**src/sv/bmp24_pkg.sv**
```systemverilog
// Shared types and constants for the 24-bit BMP framebuffer writer.
// No dependencies; imported by every module of the block.
`timescale 1ns / 1ps
`default_nettype none

package bmp24_pkg;

  localparam int FB_WIDTH_DEF  = 640;
  localparam int FB_HEIGHT_DEF = 480;

  localparam int BYTE_W  = 8;
  localparam int DIM_W   = 16;
  localparam int HDR_W   = 6;
  localparam int ROW_W   = 17;
  localparam int COL_W   = 17;
  localparam int VAL_W   = 24;
  localparam int ADDR_W  = 19;
  localparam int SROW_W  = 9;
  localparam int SCOL_W  = 10;
  localparam int CFG_W   = 10;
  localparam int CIDX_W  = 1;

  localparam logic [HDR_W-1:0] HDR_LEN      = 6'd54;
  localparam logic [HDR_W-1:0] HDR_WIDTH_LO = 6'd18;
  localparam logic [HDR_W-1:0] HDR_WIDTH_HI = 6'd19;
  localparam logic [HDR_W-1:0] HDR_HGT_LO   = 6'd22;
  localparam logic [HDR_W-1:0] HDR_HGT_HI   = 6'd23;

  localparam logic [1:0] PH_BLUE  = 2'd0;
  localparam logic [1:0] PH_GREEN = 2'd1;
  localparam logic [1:0] PH_RED   = 2'd2;

  localparam logic [CIDX_W-1:0] CFG_START_ROW = 1'd0;
  localparam logic [CIDX_W-1:0] CFG_START_COL = 1'd1;

  typedef struct packed {
    logic [VAL_W-1:0] value;
    logic [ROW_W-1:0] row;
    logic [COL_W-1:0] col;
    logic             last;
  } pix_t;

endpackage

`default_nettype wire

```
**src/sv/bmp24_parse.sv**
```systemverilog
// Byte-stream parser: header skip, width/height capture, pixel assembly.
// Depends on bmp24_pkg; feeds one registered pixel record to bmp24_addr.
`timescale 1ns / 1ps
`default_nettype none

module bmp24_parse import bmp24_pkg::*; (
  input  wire logic              clk,
  input  wire logic              rst_n,
  input  wire logic              in_valid,
  output logic                   in_stall,
  input  wire logic [BYTE_W-1:0] in_data_byte,
  input  wire logic              in_start_image,
  input  wire logic [SROW_W-1:0] row_base,
  input  wire logic [SCOL_W-1:0] col_base,
  output pix_t                   pix,
  output logic                   pix_valid,
  input  wire logic              pix_take
);

  logic [HDR_W-1:0] hc_r, hc_nxt;
  logic [DIM_W-1:0] wid_r, wid_nxt;
  logic [DIM_W-1:0] hgt_r, hgt_nxt;
  logic [DIM_W-1:0] frow_r, frow_nxt;
  logic [DIM_W-1:0] column_r, column_nxt;
  logic [1:0]       phase_r, phase_nxt;
  logic [1:0]       pad_r, pad_nxt;
  logic [DIM_W-1:0] bg_r, bg_nxt;
  logic             done_r, done_nxt;
  pix_t             pix_r, pix_nxt;
  logic             pv_r, pv_nxt;
  logic             acc;

  assign in_stall  = pv_r && !pix_take;
  assign acc       = in_valid && !in_stall;
  assign pix       = pix_r;
  assign pix_valid = pv_r;

  always_comb begin
    logic [HDR_W-1:0] hc;
    logic [DIM_W-1:0] wid, hgt, frow, column, bg;
    logic [1:0]       phase, pad;
    logic             done;
    logic             emit;
    logic [DIM_W-1:0] rdiff;

    hc     = hc_r;
    wid    = wid_r;
    hgt    = hgt_r;
    frow   = frow_r;
    column = column_r;
    phase  = phase_r;
    pad    = pad_r;
    bg     = bg_r;
    done   = done_r;
    if (in_start_image) begin
      hc     = '0;
      wid    = '0;
      hgt    = '0;
      frow   = '0;
      column = '0;
      phase  = PH_BLUE;
      pad    = '0;
      bg     = '0;
      done   = 1'b0;
    end

    emit          = 1'b0;
    rdiff         = hgt - DIM_W'(1) - frow;
    pix_nxt.value = {bg, in_data_byte};
    pix_nxt.row   = ROW_W'(row_base) + ROW_W'(rdiff);
    pix_nxt.col   = COL_W'(col_base) + COL_W'(column);
    pix_nxt.last  = 1'b0;

    if (!done) begin
      if (hc < HDR_LEN) begin
        unique case (hc)
          HDR_WIDTH_LO: wid[7:0]  = in_data_byte;
          HDR_WIDTH_HI: wid[15:8] = in_data_byte;
          HDR_HGT_LO:   hgt[7:0]  = in_data_byte;
          HDR_HGT_HI:   hgt[15:8] = in_data_byte;
          default: ;
        endcase
        hc = hc + HDR_W'(1);
        if (hc == HDR_LEN && (wid == '0 || hgt == '0)) begin
          done = 1'b1;
        end
      end else if (pad != 2'd0) begin
        pad = pad - 2'd1;
      end else if (phase == PH_BLUE) begin
        bg    = {in_data_byte, 8'h00};
        phase = PH_GREEN;
      end else if (phase == PH_GREEN) begin
        bg    = {bg[15:8], in_data_byte};
        phase = PH_RED;
      end else begin
        emit   = 1'b1;
        phase  = PH_BLUE;
        column = column + DIM_W'(1);
        if (column >= wid) begin
          column = '0;
          frow   = frow + DIM_W'(1);
          pad    = wid[1:0];
          if (frow >= hgt) begin
            pix_nxt.last = 1'b1;
            done         = 1'b1;
          end
        end
      end
    end

    if (acc) begin
      hc_nxt     = hc;
      wid_nxt    = wid;
      hgt_nxt    = hgt;
      frow_nxt   = frow;
      column_nxt = column;
      phase_nxt  = phase;
      pad_nxt    = pad;
      bg_nxt     = bg;
      done_nxt   = done;
    end else begin
      hc_nxt     = hc_r;
      wid_nxt    = wid_r;
      hgt_nxt    = hgt_r;
      frow_nxt   = frow_r;
      column_nxt = column_r;
      phase_nxt  = phase_r;
      pad_nxt    = pad_r;
      bg_nxt     = bg_r;
      done_nxt   = done_r;
    end

    if (acc) begin
      pv_nxt = emit;
    end else if (pix_take) begin
      pv_nxt = 1'b0;
    end else begin
      pv_nxt = pv_r;
    end
  end

  always_ff @(posedge clk) begin
    if (!rst_n) begin
      hc_r     <= '0;
      wid_r    <= '0;
      hgt_r    <= '0;
      frow_r   <= '0;
      column_r <= '0;
      phase_r  <= PH_BLUE;
      pad_r    <= '0;
      bg_r     <= '0;
      done_r   <= 1'b1;
      pv_r     <= 1'b0;
    end else begin
      hc_r     <= hc_nxt;
      wid_r    <= wid_nxt;
      hgt_r    <= hgt_nxt;
      frow_r   <= frow_nxt;
      column_r <= column_nxt;
      phase_r  <= phase_nxt;
      pad_r    <= pad_nxt;
      bg_r     <= bg_nxt;
      done_r   <= done_nxt;
      pv_r     <= pv_nxt;
    end
  end

  always_ff @(posedge clk) begin
    if (acc) begin
      pix_r <= pix_nxt;
    end
  end

endmodule

`default_nettype wire

```
**src/sv/bmp24_addr.sv**
```systemverilog
// Address stage: clip test, row times frame width, column add, output register.
// Depends on bmp24_pkg; takes pixel records from bmp24_parse.
`timescale 1ns / 1ps
`default_nettype none

module bmp24_addr import bmp24_pkg::*; #(
  parameter int FB_WIDTH  = FB_WIDTH_DEF,
  parameter int FB_HEIGHT = FB_HEIGHT_DEF
) (
  input  wire logic              clk,
  input  wire logic              rst_n,
  input  wire pix_t              pix,
  input  wire logic              pix_valid,
  output logic                   pix_take,
  output logic                   out_valid,
  input  wire logic              out_stall,
  output logic [ADDR_W-1:0]      out_pixel_address,
  output logic [VAL_W-1:0]       out_pixel_value,
  output logic                   out_in_frame,
  output logic                   out_last_pixel
);

  localparam int RIDX_W = $clog2(FB_HEIGHT);
  localparam int CPOS_W = $clog2(FB_WIDTH);
  localparam int PROD_W = RIDX_W + CPOS_W + 1;
  localparam int SUM_W  = PROD_W + 1;
  localparam int WIDE_W = (SUM_W > ADDR_W) ? SUM_W : ADDR_W;

  logic              a_valid_r, a_valid_nxt;
  logic [PROD_W-1:0] a_prod_r;
  logic [CPOS_W-1:0] a_col_r;
  logic              a_inside_r;
  logic [VAL_W-1:0]  a_value_r;
  logic              a_last_r;
  logic              o_valid_r, o_valid_nxt;
  logic [ADDR_W-1:0] o_addr_r;
  logic [VAL_W-1:0]  o_value_r;
  logic              o_inside_r;
  logic              o_last_r;
  logic              load_a, load_o;
  logic              in_fb;
  logic [WIDE_W-1:0] sum;

  assign load_o   = !o_valid_r || !out_stall;
  assign load_a   = !a_valid_r || load_o;
  assign pix_take = load_a;

  assign in_fb = (pix.row < ROW_W'(FB_HEIGHT)) && (pix.col < COL_W'(FB_WIDTH));
  assign sum   = WIDE_W'(a_prod_r) + WIDE_W'(a_col_r);

  assign a_valid_nxt = load_a ? pix_valid : a_valid_r;
  assign o_valid_nxt = load_o ? a_valid_r : o_valid_r;

  always_ff @(posedge clk) begin
    if (!rst_n) begin
      a_valid_r <= 1'b0;
      o_valid_r <= 1'b0;
    end else begin
      a_valid_r <= a_valid_nxt;
      o_valid_r <= o_valid_nxt;
    end
  end

  always_ff @(posedge clk) begin
    if (load_a) begin
      a_prod_r   <= PROD_W'(pix.row[RIDX_W-1:0]) * PROD_W'(FB_WIDTH);
      a_col_r    <= pix.col[CPOS_W-1:0];
      a_inside_r <= in_fb;
      a_value_r  <= pix.value;
      a_last_r   <= pix.last;
    end
    if (load_o) begin
      o_addr_r   <= a_inside_r ? sum[ADDR_W-1:0] : '0;
      o_value_r  <= a_value_r;
      o_inside_r <= a_inside_r;
      o_last_r   <= a_last_r;
    end
  end

  assign out_valid         = o_valid_r;
  assign out_pixel_address = o_addr_r;
  assign out_pixel_value   = o_value_r;
  assign out_in_frame      = o_inside_r;
  assign out_last_pixel    = o_last_r;

endmodule

`default_nettype wire

```
**src/sv/bmp24_to_framebuffer_writer.sv**
```systemverilog
// Top level of the 24-bit BMP framebuffer writer: configuration registers,
// parser and address stage. Depends on bmp24_pkg, bmp24_parse, bmp24_addr.
//
// Usage:
//   Input channel (in_valid/in_stall): one byte of a bottom-up 24-bit BMP file
//   per transfer; in_start_image marks the first byte of a file and restarts
//   parsing at any time. Bytes before the first start are ignored.
//   Output channel (out_valid/out_stall): one framebuffer write per pixel,
//   address, packed BGR value, in_frame (0 = clipped, address 0) and
//   last_pixel on the final pixel.
//   Config: cfg_we writes the row offset (index 0) or the column offset
//   (index 1); write only while the block is idle.
//   Throughput: one byte per cycle while in_stall is low; a pixel result per
//   three bytes. Path: the red byte transfer loads the pixel record register,
//   the multiply-by-width register loads from it, and the address add goes
//   into the output register that drives out_valid.
//   Reset: synchronous rst_n clears the pipeline and leaves the parser idle
//   until a start byte; offsets return to zero.
//   Stall: out_stall holds the output register; stages behind it fill, then
//   in_stall rises once the parser's pixel register is also held.
`timescale 1ns / 1ps
`default_nettype none

module bmp24_to_framebuffer_writer import bmp24_pkg::*; #(
  parameter int FB_WIDTH  = FB_WIDTH_DEF,
  parameter int FB_HEIGHT = FB_HEIGHT_DEF
) (
  input  wire logic              clk,
  input  wire logic              rst_n,
  input  wire logic              in_valid,
  output logic                   in_stall,
  input  wire logic [BYTE_W-1:0] in_data_byte,
  input  wire logic              in_start_image,
  output logic                   out_valid,
  input  wire logic              out_stall,
  output logic [ADDR_W-1:0]      out_pixel_address,
  output logic [VAL_W-1:0]       out_pixel_value,
  output logic                   out_in_frame,
  output logic                   out_last_pixel,
  input  wire logic              cfg_we,
  input  wire logic [CIDX_W-1:0] cfg_index,
  input  wire logic [CFG_W-1:0]  cfg_wdata
);

  logic [SROW_W-1:0] srow_r, srow_nxt;
  logic [SCOL_W-1:0] scol_r, scol_nxt;
  pix_t              pix;
  logic              pix_valid;
  logic              pix_take;

  always_comb begin
    srow_nxt = srow_r;
    scol_nxt = scol_r;
    if (cfg_we) begin
      unique case (cfg_index)
        CFG_START_ROW: srow_nxt = cfg_wdata[SROW_W-1:0];
        CFG_START_COL: scol_nxt = cfg_wdata[SCOL_W-1:0];
        default: ;
      endcase
    end
  end

  always_ff @(posedge clk) begin
    if (!rst_n) begin
      srow_r <= '0;
      scol_r <= '0;
    end else begin
      srow_r <= srow_nxt;
      scol_r <= scol_nxt;
    end
  end

  bmp24_parse u_parse (
    .clk            (clk),
    .rst_n          (rst_n),
    .in_valid       (in_valid),
    .in_stall       (in_stall),
    .in_data_byte   (in_data_byte),
    .in_start_image (in_start_image),
    .row_base       (srow_r),
    .col_base       (scol_r),
    .pix            (pix),
    .pix_valid      (pix_valid),
    .pix_take       (pix_take)
  );

  bmp24_addr #(
    .FB_WIDTH  (FB_WIDTH),
    .FB_HEIGHT (FB_HEIGHT)
  ) u_addr (
    .clk               (clk),
    .rst_n             (rst_n),
    .pix               (pix),
    .pix_valid         (pix_valid),
    .pix_take          (pix_take),
    .out_valid         (out_valid),
    .out_stall         (out_stall),
    .out_pixel_address (out_pixel_address),
    .out_pixel_value   (out_pixel_value),
    .out_in_frame      (out_in_frame),
    .out_last_pixel    (out_last_pixel)
  );

endmodule

`default_nettype wire

```
**config.mk**
```make
export PLATFORM = sky130hd
export DESIGN_NAME = bmp24_to_framebuffer_writer
export DESIGN_NICKNAME = d
export VERILOG_FILES = /design/src/sv/bmp24_pkg.sv /design/src/sv/bmp24_parse.sv /design/src/sv/bmp24_addr.sv /design/src/sv/bmp24_to_framebuffer_writer.sv
export SDC_FILE = /design/constraint.sdc
export NUM_CORES = 1
export LEC_CHECK = 0
export BUFFER_PORTS_ARGS = -buffer_cell sky130_fd_sc_hd__buf_2
export CAP_MARGIN = 20
export CORE_UTILIZATION = 55
export DETAILED_ROUTE_END_ITERATION = 16
export PLACE_DENSITY_LB_ADDON = 0.15
export SLEW_MARGIN = 10
export SYNTH_ARGS = -nofsm -noshare
export SYNTH_HDL_FRONTEND = slang
export SYNTH_SLANG_ARGS = --single-unit
```
**constraint.sdc**
```tcl
create_clock -name clk -period 8 [get_ports clk]
set_clock_uncertainty 0.2 [all_clocks]
set_input_delay 0.8 -clock clk [delete_from_list [all_inputs] [get_ports clk]]
set_output_delay 0.8 -clock clk [all_outputs]
set_load 0.01 [all_outputs]
```
==> impl_metrics.toml, run 1 <==
[place]
gp_congestion = 0.8887
dp_hpwl_mm = 20.50
dpl.cell_count = 1662
io_buffers = 71

[drt]
vias = 9851
wire_per_inst_um = 17.08
drt_iter0_markers = 743
via_per_inst = 5.754
wirelength_mm = 29.25
first_pass_iters = 5
ant_nets = 0
drc = 0

[logic_synthesis]
synthesis.area_sq_mm = 0.01336
synth.yosys.seq_area_share_pct = 51.09
async_flop_share_pct = 0
ys_ff_latch = 265
netlist_top_cells_area = "edfxtp_1 (34%), dfxtp_1 (17%), ha_1 (8.1%)"
synth_enable_flop_cells = 152
synth_cell_types = 77
synth_cells = 1317
synth.top_cell.area_share_pct = 34.16
ys.flop_type = "edfxtp_1"
ys_warn_count = 0
synth_top_area_cell = "edfxtp_1"
avgSynthCellArea_sq_um = 10.15
syn_nets = 1434

[sta]
setup-tns-final_ns = 0
maxSlewHeadroom_pct = 31.59
setup_violations = 0
max_freq_ghz = 0.1965
rsz0062_at_grt = "no"
period_share_pct = 63.62
worst_pin_slew_ns = 1.026
slew_viol_final = 0
hold_viol = 0
hold_ws_ns = 0.2177
period_needed_ns = 5.090

[floorplan]
core_area_sq_mm = 0.02368
ios = 72
die_h_um = 157.9
dieArea_sq_mm = 0.02492
rows = 56
die_w_um = 157.9
start_util_pct = 56.42

[finish]
fin_nets = 1489
antenna_cells = 0
fin_cells = 1712
syn2layout_area_growth_pct = 11.28
drive_above_1_share_pct = 10.19

[cts]
clock_latency_ns = 0.55
hold_buffers = 0
clk_pin_slew_worst_paths_ns = 0.06
cts_resized = 0
cts_tree = "yes"
cts_root_buf = "clkbuf_16"
ctsHtreeMaxLevel = 1
clk_path_buf_depth = 3
clkSinkCount = 265
cts-buffers-inserted = 27
post-cts-setup-buffers = 0

[critical_path]
worstSetupPathType = "in2reg"
cpLargestDelayFamily = "buffers and inverters"
cp_cell_sequence = "buf_2 > buf_4 > inv_1 > buf_4 > nand2_1 > inv_1 > fa_1 > a21oi_1 > o21ai_0 > a21oi_1 > xnor2_1 > ha_1 > o41ai_1 > o21a_1 > and4bb_2 > xor2_1"
critPathLaunchType = "input port"
path_max_fanout = 59
critPathMaxStageDelay_ns = 0.61
worst-r2r-setup-slack_ns = 3.35
worstPathArrival_ns = 5.17
crit_path_top_delay_cell = "buf_4"
worstPathRequired_ns = 8.08
end_kind = "register"
crit_buf_inv = 5

[run]
max_cap_violations = 0

[global_routing]
grt_max_degree = 80
antenna_found_initial = 0
grt-ovfl-total = 0
grt_pass1_wl_mm = 46.61
grt_pass1_vias = 9153
grt_util_all_layers_pct = 23.81

[status]
status = "finished clean"

[power]
cellPowerDensity_mw_per_mm2 = 205.0
vdd_drop_max_mv = 0.1540
report.power.total_w = 0.003048
power_leakage_nw = 5.954

[min_path]
hp-class = "reg2reg"
-- kinds of logic after synthesis --
logic type,after synthesis,synth area share (%)
DFF,265,51.09
AOI/OAI and AO/OA,290,14.07
adders and majority gates,92,8.895
xor gates and xnor gates,79,5.178
buffers and inverters,97,2.781
and+or+nand+nor,491,17.75
muxes,3,0.2341
-- layer usage --
layer  share of wire (%)  wire (um)  global-route usage [%]
met2                  47      13790                   39.00
met3                 5.7       1656                   3.203
met1                  44      12980                   32.25
met4                 2.8        823                   8.507
met5                   0          0                       0
-- flip-flops by register name, summed over array words and instances, names as in the netlist, 9 cells and up --
register	count
u_parse.bg_r	16
u_parse.wid_r	16
u_parse.hgt_r	16
u_addr.a_prod_r	12
u_addr.a_col_r	10
srow_r	9
u_addr.a_value_r	24
scol_r	10
u_parse.pix	59
u_addr.out_pixel_address	19
u_addr.out_pixel_value	24
u_parse.frow_r	16
u_parse.column_r	16
-- layout by cell type, fill, tap and decap left out, drive strengths merged, types with 5 or more instances in the layout --
master  count
and3        9
fa          5
o211ai      6
ha         87
a21o       18
nor2b      49
inv        47
nor2      134
o31ai       5
and4        5
o21bai      6
xor2       25
nor3b       7
a21oi      89
clkbuf     33
buf        77
o21ai      51
clkinv     11
nand3      36
a211oi      5
nor3       20
nand4      15
o21a       12
nor4       12
a31oi       6
o41ai       6
nand2     154
xnor2      54
a22oi      55
dfxtp     113
or3         7
edfxtp    152
nand2b     10
and2       16
-- cells in the mapped netlist, drive strengths merged (6+ instances only) --
master    n
edfxtp  152
a22oi    55
nand4    15
and2     16
clkbuf   41
and3      9
nand3    36
nor3b     7
nor2b    49
xnor2    54
o21a     12
xor2     25
buf      10
a21oi    89
nor3     20
dfxtp   113
o41ai     6
a31oi     6
ha       87
nor2    134
inv      46
o21ai    51
a21o     18
o211ai    6
nor4     12
o21bai    6
or3       7
nand2   154
nand2b   10
-- worst paths after layout --
check	depth (start not counted)	endpoint	from
worst max-delay path	16	u_parse.pix[33]	in_start_image
worst min-delay path	0	u_addr.a_value_r[16]	u_parse.pix[51]
worst max register to register	18	u_parse.frow_r[9]	u_parse.column_r[0]
worst min register to register	0	u_addr.a_value_r[16]	u_parse.pix[51]
-- layout make-up --
cell class / instances / area [sq um]
Tap cell: 319 / 399.1
Clock buffer: 33 / 708.2
Multi-Input combinational cell: 955 / 6172
Fill cell: 1974 / 8812
Sequential cell: 265 / 6827
Clock inverter: 17 / 191.4
Timing Repair Buffer: 77 / 400.4
Inverter: 46 / 172.7
-- power breakdown --
part           total [W]  internal, W  switching (W)
clock network    0.00127     0.000734       0.000531
registers        0.00155      0.00152      0.0000365
logic           0.000231    0.0000917       0.000139
total            0.00305      0.00234       0.000707
-- worst register-to-register path, stage by stage, from the launching register on --
cell	delay, ns
dfxtp_1	0.39
nor2b_1	0.34
ha_1	0.29
inv_1	0.10
nor3_1	0.44
and3_1	0.31
nand3_1	0.12
xor2_1	0.16
nor2_1	0.08
ha_1	0.33
nand4_1	0.12
nor2_1	0.16
nand2_1	0.07
o21ai_0	0.07
a311o_1	0.14
buf_4	0.29
nand2_1	0.40
or3_1	0.44
a21oi_1	0.14
-- stage by stage --
step	setup WS, ns	util, %	cell area [sq um]
after floorplan	2.903	-	13360
after global placement	2.515	58.99	13970
after detailed placement	2.418	58.99	13970
after CTS	2.982	62.79	14870
after global routing	2.522	62.79	14870
final	2.910	62.79	14870
No activity file was read; power rests on OpenSTA's default activity.
==> run 2: changes to the inputs <==
==> constraint.sdc (replaced) <==
create_clock -name clk -period 4.8 [get_ports clk]
set_clock_uncertainty 0.2 [all_clocks]
set_input_delay 0.48 -clock clk [delete_from_list [all_inputs] [get_ports clk]]
set_output_delay 0.48 -clock clk [all_outputs]
set_load 0.01 [all_outputs]
==> run 2 against run 1 <==
Against the previous run: worst hold slack got worse by 0.18 ns; register-to-register slack got worse by 2.6 ns; sequential share of layout area decreased by 0.71 points; combinational power increased by 70%; cell count increased by 1.5%; global-route usage increased by 0.60 points; count of clock-buffer cells in the layout increased by 3.
==> impl_metrics.toml, run 2 (synthesized netlist as in run 1, its figures left out) <==
[sta]
setup-tns-final_ns = 0
hold_viol = 0
maxSlewHeadroom_pct = 35.10
max_freq_ghz = 0.2461
worst_pin_slew_ns = 0.9700
period_share_pct = 84.64
rsz0062_at_grt = "no"
period_needed_ns = 4.063
setup_violations = 0
slew_viol_final = 0

[drt]
wirelength_mm = 29.60
drt_iter0_markers = 830
dr.max_layer_used = "met4"
wl_met1_mm = 12.93
vias = 9981
met3_length_mm = 1.590
first_pass_iters = 5
wl_met2_mm = 14.43
drc = 0
via_per_inst = 5.743
wire_per_inst_um = 17.03
ant_nets = 0

[global_routing]
grt_max_degree = 50
grt-ovfl-total = 0
grt_pass1_vias = 9566
grt_pass1_wl_mm = 48.20
grt_util_all_layers_pct = 24.41
antenna_found_initial = 0

[floorplan]
ios = 72
die_w_um = 157.9
rows = 56
die_h_um = 157.9
start_util_pct = 56.42
core_area_sq_mm = 0.02368
dieArea_sq_mm = 0.02492

[cts]
clk_pin_slew_worst_paths_ns = 0.06
clk_path_buf_depth = 3
hold_buffers = 7
cts_tree = "yes"
clkSinkCount = 265
cts-buffers-inserted = 28
ctsHtreeMaxLevel = 1
cts_root_buf = "clkbuf_16"
clock_latency_ns = 0.55
cts_resized = 0
post-cts-setup-buffers = 0

[critical_path]
critPathMaxStageDelay_ns = 0.46
rr_startpoint = "u_parse.column_r[3]"
worstPathArrival_ns = 4.35
startpoint = "u_parse.column_r[3]"
path_common_cell = "a21oi_1"
end_kind = "register"
cp_cell_sequence = "nand4b_1 > nor4_2 > nand3_1 > or3_1 > a21oi_1 > ha_1 > a21oi_1 > nor2b_1 > o21ai_0 > nand2b_1 > a311o_1 > buf_4 > nor2_4 > or4b_1 > nand2_1"
reg2regPathDepth = 15
path_max_fanout = 12
worstSetupPathType = "reg2reg"
worstPathRequired_ns = 5.09
critPathLaunchType = "register"
crit_path_top_delay_cell = "or4b_1"

[finish]
largest_reg_flops = 59
fin_nets = 1514
syn2layout_area_growth_pct = 13.04
antenna_cells = 0
drive_above_1_share_pct = 11.70
final_cell_mix = "nand2_1 (152), edfxtp_1 (152), nor2_1 (132)"

[place]
io_buffers = 71
gp_congestion = 0.8760
dp_hpwl_mm = 21.19

[power]
cellPowerDensity_mw_per_mm2 = 338.6
vdd_drop_max_mv = 0.3093
power_leakage_nw = 6.095
report.power.total_w = 0.005115

[min_path]
min_from = "cfg_wdata[6]"
hold_path_depth = 3
hp-class = "in2reg"

[status]
status = "finished clean"

[run]
max_cap_violations = 0
[run 2: cell count changes in the layout (fill, tap and decap cells not counted), sizes merged]
cell / change
bufinv: -2
inv: +3
clkbuf: +3
buf: +17
dlygate4sd3: +7
clkinv: -2
[run 2: per-stage QoR]
stage	hold WS [ns]	util (%)	setup WS (ns)	instance area, sq um	cells
after CTS	0.004851	63.78	0.7871	15110	1738
after global placement	0.2010	59.53	0.4707	14100	1679
after global routing	0.01621	63.78	0.4084	15110	1738
after detailed placement	0.2045	59.53	0.3746	14100	1679
after floorplan	0.2003	-	0.02267	13360	1317
final	0.03684	63.78	0.7374	15110	1738
[run 2: final timing paths]
check | endpoint | slack (ns)
max | u_parse.column_r[11] | 0.74
min | scol_r[6] | 0.04
max reg2reg | u_parse.column_r[11] | 0.74
min reg2reg | u_addr.a_last_r | 0.21
[run 2: cell type report]
class / count / area [sq um]
Clock buffer: 36 / 792.0
Tap cell: 319 / 399.1
Fill cell: 1973 / 8577
Timing Repair Buffer: 101 / 598.1
Inverter: 46 / 172.7
Multi-Input combinational cell: 955 / 6172
Sequential cell: 265 / 6827
Clock inverter: 16 / 145.1
[run 2: per-layer routing]
metal  global-route usage [%]  vias to the layer above
met5                        0                        -
met1                    32.01                     4725
met3                    3.093                       59
li1                         -                     4904
met2                    42.14                      293
met4                    7.027                        0
[run 2: worst max-delay path: cells and delay by family (launching register included)]
| family | cells | cell delay [ns] |
|---|---|---|
| and+or+nand+nor | 9 | 2.01 |
| AOI/OAI and AO/OA | 4 | 0.84 |
| DFF | 1 | 0.43 |
| adders and majority gates | 1 | 0.28 |
| buffers and inverters | 1 | 0.22 |
[run 2: where the power goes]
group          internal [W]  total (W)  switching (W)
clock               0.00123    0.00213       0.000901
combinational      0.000160   0.000393       0.000233
sequential          0.00252    0.00259      0.0000622
total               0.00392    0.00512        0.00120
==> run 3: changes to the inputs <==
==> constraint.sdc (replaced) <==
create_clock -name clk -period 4.16 [get_ports clk]
set_clock_uncertainty 0.2 [all_clocks]
set_input_delay 0.416 -clock clk [delete_from_list [all_inputs] [get_ports clk]]
set_output_delay 0.416 -clock clk [all_outputs]
set_load 0.01 [all_outputs]
==> run 3 against run 2 <==
Against the previous run: sequential power rose by 15%; global-route usage rose by 0.21 points; register-to-register slack got worse by 0.37 ns; non-clock buffer count rose by 24; combinational power rose by 17%; die area did not move; worst setup slack got worse by 0.37 ns; total power rose by 17%; clock power rose by 20%; largest cell class unchanged; count of clock-buffer cells in the layout rose by 4; final area rose by 2.1%; critical path depth rose by 3.
==> impl_metrics.toml, run 3 (synthesized netlist as in run 1, its figures left out) <==
[status]
status = "finished clean"

[sta]
max_freq_ghz = 0.2635
worst_pin_slew_ns = 0.9989
setup_violations = 0
timing.final.ws_setup_ns = 0.3655
period_share_pct = 91.21
maxSlewHeadroom_pct = 33.17
rsz0062_at_grt = "no"
hold_viol = 0
hold_ws_ns = 0.03392
setup-tns-final_ns = 0
slew_viol_final = 0
period_needed_ns = 3.795

[critical_path]
worstPathArrival_ns = 4.08
rr_startpoint = "u_parse.column_r[0]"
end_kind = "register"
startpoint = "u_parse.column_r[0]"
worstSetupPathType = "reg2reg"
worst-r2r-setup-slack_ns = 0.37
path_max_fanout = 7
reg2regPathDepth = 18
critPathLaunchType = "register"
reg2reg_to = "u_parse.frow_r[7]"
worstPathRequired_ns = 4.45
cp-endpoint = "u_parse.frow_r[7]"

[cts]
post-cts-setup-buffers = 0
ctsHtreeMaxLevel = 1
cts-buffers-inserted = 28
clkSinkCount = 265
cts_resized = 0
cts_tree = "yes"
clock_latency_ns = 0.56
clk_pin_slew_worst_paths_ns = 0.06
cts_root_buf = "clkbuf_16"
clk_path_buf_depth = 3

[finish]
multi_input_area_sq_mm = 0.006225
largest_reg_flops = 59
n_fill_cell = 1965
syn2layout_area_growth_pct = 15.37
final_cell_mix = "nand2_1 (152), edfxtp_1 (152), nor2_1 (132)"
drive_above_1_share_pct = 13.44
ff_latch_area_sq_mm = 0.006827
fin_nets = 1538
antenna_cells = 0
fin_cells = 1762
final_util_pct = 65.10

[run]
max_cap_violations = 0

[power]
vdd_drop_max_mv = 0.2955
power_leakage_nw = 6.250
cellPowerDensity_mw_per_mm2 = 389.2

[place]
gp_congestion = 0.9008
dp_hpwl_mm = 21.55
io_buffers = 71
dpl.cell_count = 1699
dp_slack_ns = 0.1238

[global_routing]
grt_util_all_layers_pct = 24.62
busiest_layer = "met2"
met2_usage_pct = 40.76
grt_pass1_wl_mm = 47.93
use_met3_pct = 3.668
grt_pass1_vias = 9356
antenna_found_initial = 0
use_met1_pct = 32.71
grt-ovfl-total = 0
grt_max_degree = 79

[drt]
ant_nets = 0
via_per_inst = 5.693
vias = 10030
first_pass_iters = 5
wirelength_mm = 30.05
drc = 0
drt_iter0_markers = 723
wire_per_inst_um = 17.05

[floorplan]
ios = 72
die_w_um = 157.9
core_area_sq_mm = 0.02368
dieArea_sq_mm = 0.02492
start_util_pct = 56.42
rows = 56
die_h_um = 157.9

[min_path]
hp-class = "in2reg"
[run 3: final cells by class]
cell class              count  share of cell area [%]
repair buffers            125                   5.275
clock buffers              40                   5.429
multi-input cells         955                   40.37
well taps                 319                   2.589
inverters                  46                   1.120
clock inverters            12                  0.9333
flip-flops and latches    265                   44.28
[run 3: metrics by stage]
stage               total power, W  area (sq um)
global route              0.006219         15420
global placement          0.003473         14330
floorplan                 0.003347         13450
detailed placement        0.003488         14330
finish                    0.006001         15420
CTS                       0.006057         15420
[run 3: worst min-delay path by stage]
stage                                from                end  slack, ns  cells after the start
final                     in_data_byte[3]    u_parse.pix[38]       0.03                      1
after global routing      in_data_byte[3]    u_parse.pix[38]       0.01                      1
after CTS                 in_data_byte[3]    u_parse.pix[38]      0.008                      1
after detailed placement   u_parse.pix[5]  u_addr.a_col_r[4]       0.20                      0
after global placement     u_parse.pix[6]  u_addr.a_col_r[5]       0.20                      0
after floorplan            u_parse.pix[1]  u_addr.a_col_r[0]       0.20                      0
[run 3: what timing repair did]
item	in CTS	in global routing
endpoints found under the hold margin	20	0
hold buffers	11	0
endpoints found under the setup margin	0	0
[run 3: power by group]
part	internal, W	switching [W]
sequential	0.00291	0.0000702
clock	0.00153	0.00103
combinational	0.000190	0.000270
[run 3: worst max-delay path, stage by stage, from the launching register on]
cell,delay (ns)
dfxtp_1,0.41
nor2b_2,0.19
ha_2,0.21
inv_1,0.10
nor3_4,0.14
and3_4,0.23
nand3_1,0.09
xor2_1,0.15
nor2_1,0.07
ha_1,0.28
nand4_1,0.10
nor2_1,0.16
nand2_1,0.07
o21ai_0,0.07
a311o_1,0.38
buf_4,0.23
nand2_1,0.08
or4_1,0.39
a21oi_1,0.15
[run 3: metal layers]
metal,wire [um],share of wire [%]
met5,0,0
met4,1003,3.3
met3,1560,5.2
met2,14090,47
met1,13390,45
